<file path="src/design/sdt_pkg.sv">
// ----------------------------------------------------------------------------
// Sorted dictionary transform package
// Shared sizes, operation codes, controller states and the command and status
// groups that pass between the controller and the datapath.
// ----------------------------------------------------------------------------
package sdt_pkg;

  localparam int MAX_UNIQUE   = 1024;
  localparam int VALUE_BITS   = 32;
  localparam int ADDR_W       = $clog2(MAX_UNIQUE);
  localparam int COUNT_W      = $clog2(MAX_UNIQUE + 1);
  localparam int LIMIT_NARROW = 256;
  localparam int LIMIT_MID    = 65536;

  localparam int OP_W      = 2;
  localparam int IN_VAL_W  = 32;
  localparam int INDEX_W   = 10;
  localparam int RANK_W    = 11;
  localparam int ENTRY_W   = 32;
  localparam int UCOUNT_W  = 11;
  localparam int WCODE_W   = 2;

  typedef enum logic [OP_W-1:0] {
    OP_CLEAR  = 2'd0,
    OP_INSERT = 2'd1,
    OP_RANK   = 2'd2,
    OP_READ   = 2'd3
  } op_t;

  typedef enum logic [WCODE_W-1:0] {
    WIDTH_8  = 2'd0,
    WIDTH_16 = 2'd1,
    WIDTH_32 = 2'd2
  } width_code_t;

  typedef enum logic [2:0] {
    ST_IDLE,
    ST_SEARCH,
    ST_COMPARE,
    ST_SHIFT,
    ST_MOVE,
    ST_READ,
    ST_FINISH
  } state_t;

  typedef struct packed {
    logic load;
    logic clear;
    logic probe;
    logic compare;
    logic set_overflow;
    logic shift_read;
    logic shift_write;
    logic store;
    logic read_index;
    logic finish;
  } cmd_t;

  typedef struct packed {
    op_t  op;
    logic search_done;
    logic found;
    logic full;
    logic shift_done;
  } status_t;

  function automatic width_code_t width_of(input logic [COUNT_W-1:0] n);
    logic [31:0] n_ext;
    n_ext = 32'(n);
    if (n_ext <= 32'(LIMIT_NARROW)) begin
      return WIDTH_8;
    end else if (n_ext <= 32'(LIMIT_MID)) begin
      return WIDTH_16;
    end
    return WIDTH_32;
  endfunction

endpackage

</file>
<file path="src/design/sdt_ctrl.sv">
// ----------------------------------------------------------------------------
// Sorted dictionary transform controller
// Sequences the binary search, the entry shift of an insert, table reads and
// the hand-off of each result beat.
// ----------------------------------------------------------------------------
module sdt_ctrl (
  input  logic              clk,
  input  logic              rst,
  input  logic              in_valid,
  input  logic [1:0]        in_op,
  output logic              in_ready,
  output logic              out_valid,
  input  logic              out_ready,
  input  sdt_pkg::status_t  status,
  output sdt_pkg::cmd_t     cmd
);

  sdt_pkg::state_t state;
  sdt_pkg::state_t state_next;
  logic            out_valid_next;
  logic            can_finish;

  assign can_finish = !out_valid || out_ready;

  always_ff @(posedge clk) begin
    if (rst) begin
      state     <= sdt_pkg::ST_IDLE;
      out_valid <= 1'b0;
    end else begin
      state     <= state_next;
      out_valid <= out_valid_next;
    end
  end

  always_comb begin
    state_next = state;
    case (state)
      sdt_pkg::ST_IDLE: begin
        if (in_valid) begin
          case (sdt_pkg::op_t'(in_op))
            sdt_pkg::OP_CLEAR: state_next = sdt_pkg::ST_FINISH;
            sdt_pkg::OP_READ:  state_next = sdt_pkg::ST_READ;
            default:           state_next = sdt_pkg::ST_SEARCH;
          endcase
        end
      end
      sdt_pkg::ST_SEARCH: begin
        if (!status.search_done) begin
          state_next = sdt_pkg::ST_COMPARE;
        end else if (status.op == sdt_pkg::OP_RANK || status.found || status.full) begin
          state_next = sdt_pkg::ST_FINISH;
        end else begin
          state_next = sdt_pkg::ST_SHIFT;
        end
      end
      sdt_pkg::ST_COMPARE: state_next = sdt_pkg::ST_SEARCH;
      sdt_pkg::ST_SHIFT: begin
        state_next = status.shift_done ? sdt_pkg::ST_FINISH : sdt_pkg::ST_MOVE;
      end
      sdt_pkg::ST_MOVE: state_next = sdt_pkg::ST_SHIFT;
      sdt_pkg::ST_READ: state_next = sdt_pkg::ST_FINISH;
      sdt_pkg::ST_FINISH: begin
        if (can_finish) begin
          state_next = sdt_pkg::ST_IDLE;
        end
      end
      default: state_next = sdt_pkg::ST_IDLE;
    endcase
  end

  always_comb begin
    cmd            = '0;
    in_ready       = 1'b0;
    out_valid_next = out_valid && !out_ready;
    case (state)
      sdt_pkg::ST_IDLE: begin
        in_ready = 1'b1;
        if (in_valid) begin
          cmd.load  = 1'b1;
          cmd.clear = (sdt_pkg::op_t'(in_op) == sdt_pkg::OP_CLEAR);
        end
      end
      sdt_pkg::ST_SEARCH: begin
        if (!status.search_done) begin
          cmd.probe = 1'b1;
        end else if (status.op == sdt_pkg::OP_INSERT && !status.found && status.full) begin
          cmd.set_overflow = 1'b1;
        end
      end
      sdt_pkg::ST_COMPARE: cmd.compare = 1'b1;
      sdt_pkg::ST_SHIFT: begin
        if (status.shift_done) begin
          cmd.store = 1'b1;
        end else begin
          cmd.shift_read = 1'b1;
        end
      end
      sdt_pkg::ST_MOVE: cmd.shift_write = 1'b1;
      sdt_pkg::ST_READ: cmd.read_index = 1'b1;
      sdt_pkg::ST_FINISH: begin
        if (can_finish) begin
          cmd.finish     = 1'b1;
          out_valid_next = 1'b1;
        end
      end
      default: cmd = '0;
    endcase
  end

endmodule

</file>
<file path="config.mk">
export PLATFORM = sky130hd
export DESIGN_NAME = sdt_ctrl
export DESIGN_NICKNAME = d
export VERILOG_FILES = /design/src/design/sdt_pkg.sv /design/src/design/sdt_ctrl.sv
export SDC_FILE = /design/constraint.sdc
export NUM_CORES = 1
export LEC_CHECK = 0
export ABC_AREA = 1
export BUFFER_PORTS_ARGS = -buffer_cell sky130_fd_sc_hd__buf_2
export CAP_MARGIN = 5
export CORE_AREA = 2 2 39 41
export CTS_CLUSTER_DIAMETER = 50
export DETAILED_ROUTE_END_ITERATION = 10
export DIE_AREA = 0 0 41 43
export HOLD_SLACK_MARGIN = 0.1
export PLACE_DENSITY_LB_ADDON = 0.1
export SLEW_MARGIN = 20
export SYNTH_ARGS = -nofsm -noshare
export SYNTH_HDL_FRONTEND = slang
export SYNTH_SLANG_ARGS = --single-unit
export TNS_END_PERCENT = 20
</file>
<file path="constraint.sdc">
create_clock -name clk -period 1.4 [get_ports clk]
set_input_delay 0.07 -clock clk [delete_from_list [all_inputs] [get_ports clk]]
set_output_delay 0.07 -clock clk [all_outputs]
set_load 0.1 [all_outputs]
</file>
==> flow_summary_export.csv <==
group,metric,value,unit
outcome,outcome,"completed",
timing,final_hold_viol_count,0,
synthesis,synth_cell_types,18,
pwr,power_density,2580,nW/um^2
clock_network,post-cts-setup-buffer-count,0,
setup_path,worstPathMaxFanout,7,
place,post-place-ws,0.117,ns
synthesis,synthFlopType,"dfxtp_1",
finish,diodes,0,
pwr,power_frac_seq,13.6,%
clock_network,clk_latency,0.22,ns
clock_network,cts.sinks,4,
grt,grt_pass1_wl,1640,um
timing,maxSlewHeadroom,68.1,%
synthesis,synth.avg_cell_area,5.98,sq um
pwr,sw_frac_of_total,60.5,%
timing,grt_setup_unrepaired,"no",
hold_path,min_from,"out_ready",
timing,fmax,759,MHz
synthesis,synth_area,407,sq um
timing,whs,0.144,ns
timing,final.period_utilization,94.1,%
pwr,p_int,0.000821,W
timing,finClkSkew,0.000438,ns
setup_path,cp_num_buf_inv,1,
finish,register_area,86.3,sq um
setup_path,path_delay_family,"simple AND/OR/NAND/NOR gates",
finish,syn2layout_area_growth,98.2,%
finish,fillers,131,
clock_network,clockBufferDepth,2,
die,boundaryPins,24,
routing,vias_per_cell,4.41,
clock_network,cts_made_buffers,3,
synthesis,yosysTopAreaCell,"dfxtp_1",
grt,grtUsageTotal,13.0,%
clock_network,htreeDepth,1,
place,io_buffers,23,
place,gp_congestion,0.777,
synthesis,synth.area.top_cells,"dfxtp_1 20%, nor2_1 15%, inv_1 10%",
synthesis,synth_common_cells,"16 x nor2_1, 11 x inv_1, 8 x nand2_1, 6 x nand2_2, 5 x nand3_1",
grt,grt_overflow,0,
timing,worst_slack,0.0824,ns
finish,drive_gt1_share,57.3,%
pwr,power,0.00208,W
setup_path,path_cells,"nand2_2 -> nor2_4 -> nand2_2 -> nor2_4 -> buf_12",
timing,setup_viol,0,
finish,multi_input_area,320,sq um
setup_path,cp-start-kind,"flop",
setup_path,worstSetupPathType,"flop to output pin",
setup_path,cp-startpoint,"state[0]$_SDFFE_PP0P_",
clock_network,clk_pin_slew,0.03,ns
finish,fin_nets,112,
setup_path,worst_setup_path_end_kind,"output pin",
die,initial_utilization,29.4,%
setup_path,cp_slowest_stage_delay,0.42,ns
pwr,vdd_drop_max,0.00165,V
die,die_h,43,um
pwr,share_comb_of_total_power,79.9,%
synthesis,synth_cells,68,
synthesis,synth_most_common_cell,"nor2_1",
routing,route.detailed.drc,0,
grt,antenna_found_initial,0,
routing,drt_first_pass_iters,4,
synthesis,ys_seq_area_share,19.7,%
setup_path,required,1.33,ns
timing,period_needed,1.32,ns
timing,drv_slew,0,
setup_path,crit_arrival,1.25,ns
timing,worstMarginPinSlew,0.481,ns
synthesis,synth_edf_count,0,
pwr,switchingPower,0.00126,W
clock_network,cts_tree,"done",
pwr,p_clk_share,6.5,%
flow_run,maxCapViolCount,0,
setup_path,crit_path_top_delay_cell,"dfxtp_2",
die,dieWidth,41,um
routing,postRouteAntennaNets,0,
pwr,leakage,0.398,nW
setup_path,r2r_start,"state[2]$_SDFFE_PP0P_",
routing,avgRoutedWirePerCell,8.28,um
hold_path,hold_path.class,"input port to flop",
routing,wirelength,927,um
synthesis,ys.warnings.count,0,
place,place_hpwl,841,um
die,dieArea,1760,sq um
synthesis,async_flop_share,0,%
setup_path,r2r_slack,0.21,ns
die,core,1380,sq um
synthesis,synth_seq_cells,4,
synthesis,synth.top_cell.area_share,19.7,%
timing,fin_tns_setup,0,ns
die,rows,14,
grt,grt_pass1_vias,440,
routing,vias,494,
clock_network,cts_root_buf,"clkbuf_4",
routing,drtIter0Drc,2,
grt,grt_max_degree,8,
synthesis,synth_nets,82,
[cell families after synthesis]
family | share of synthesized area [%]
compound gates | 6.77
flops | 19.7
buf+inv | 13.8
fa+ha+maj | 6.15
simple gates | 53.5
[worst register-to-register path, cell delays in order (launching register included)]
cell,delay [ns]
dfxtp_2,0.44
inv_2,0.11
nand2_2,0.14
inv_1,0.10
a21oi_1,0.23
o21ai_2,0.06
[sequential cells by signal, indices dropped and copies added, names as in the netlist]
name / cells
out_valid: 1
state: 3
[per-stage QoR]
stage | cells | cell area, sq um | utilization (%)
floorplan | 68 | 442 | -
global placement | 108 | 749 | 54.2
detailed placement | 108 | 749 | 54.2
CTS | 112 | 785 | 56.7
global route | 112 | 806 | 58.2
finish | 112 | 806 | 58.2
[power groups by stage]
stage / Combinational [W] / Sequential [W] / Clock (W)
6_report: 0.00166 / 0.000283 / 0.000134
5_1_grt: 0.00174 / 0.000295 / 0.000156
4_1_cts: 0.00164 / 0.000266 / 0.000142
3_5_place_dp: 0.00164 / 0.000262 / 0
3_3_place_gp: 0.00163 / 0.000258 / 0
2_1_floorplan: 0.00116 / 0.000225 / 0
[routing by layer]
metal  up-vias  part of all wire (%)  track usage (%)
met5         -                     0                0
met4         0                     0             2.00
met3         0                   4.5             5.24
met2        13                    51             19.4
met1       215                    45             17.6
li1        266                     -                -
[final timing paths]
kind / end / cells past startpoint
max: cmd[5] / 5
min: state[2]$_SDFFE_PP0P_ / 4
min reg2reg: state[1]$_SDFFE_PP0P_ / 2
max reg2reg: state[1]$_SDFFE_PP0P_ / 5
[layout make-up]
type | instances | area share [%]
Tap cell | 16 | 2.48
Inverter | 13 | 6.37
Timing Repair Buffer | 26 | 37.9
Sequential cell | 4 | 10.7
Clock buffer | 3 | 2.80
Multi-Input combinational cell | 50 | 39.8
[repair_timing]
action / in CTS / in global routing
gates resized for setup: 2 / 7
pin swaps: 1 / 1
hold endpoints to repair: 2 / 0
hold buffers: 1 / 0
setup endpoints to repair: 1 / 8
[layout by cell type (no fill, tap or decap)]
cell,netlist,final
ha_1,2,2
nor2_2,2,6
dfxtp_4,0,1
nor3_1,3,1
nand3_2,1,1
nor3_2,1,1
inv_2,2,1
nor2_4,1,3
inv_4,0,1
buf_4,1,2
nand4_1,1,1
dfxtp_2,0,2
inv_1,11,11
o21ai_2,1,1
nand2_2,6,7
nand3_1,5,5
clkbuf_4,0,3
nor3_4,0,2
dlygate4sd3_1,0,1
buf_2,0,12
nand2_1,8,7
a21oi_2,1,1
nor2_1,16,10
a21oi_1,2,2
dfxtp_1,4,1
buf_12,0,11
Note: power is estimated with default switching activity, not from simulation.
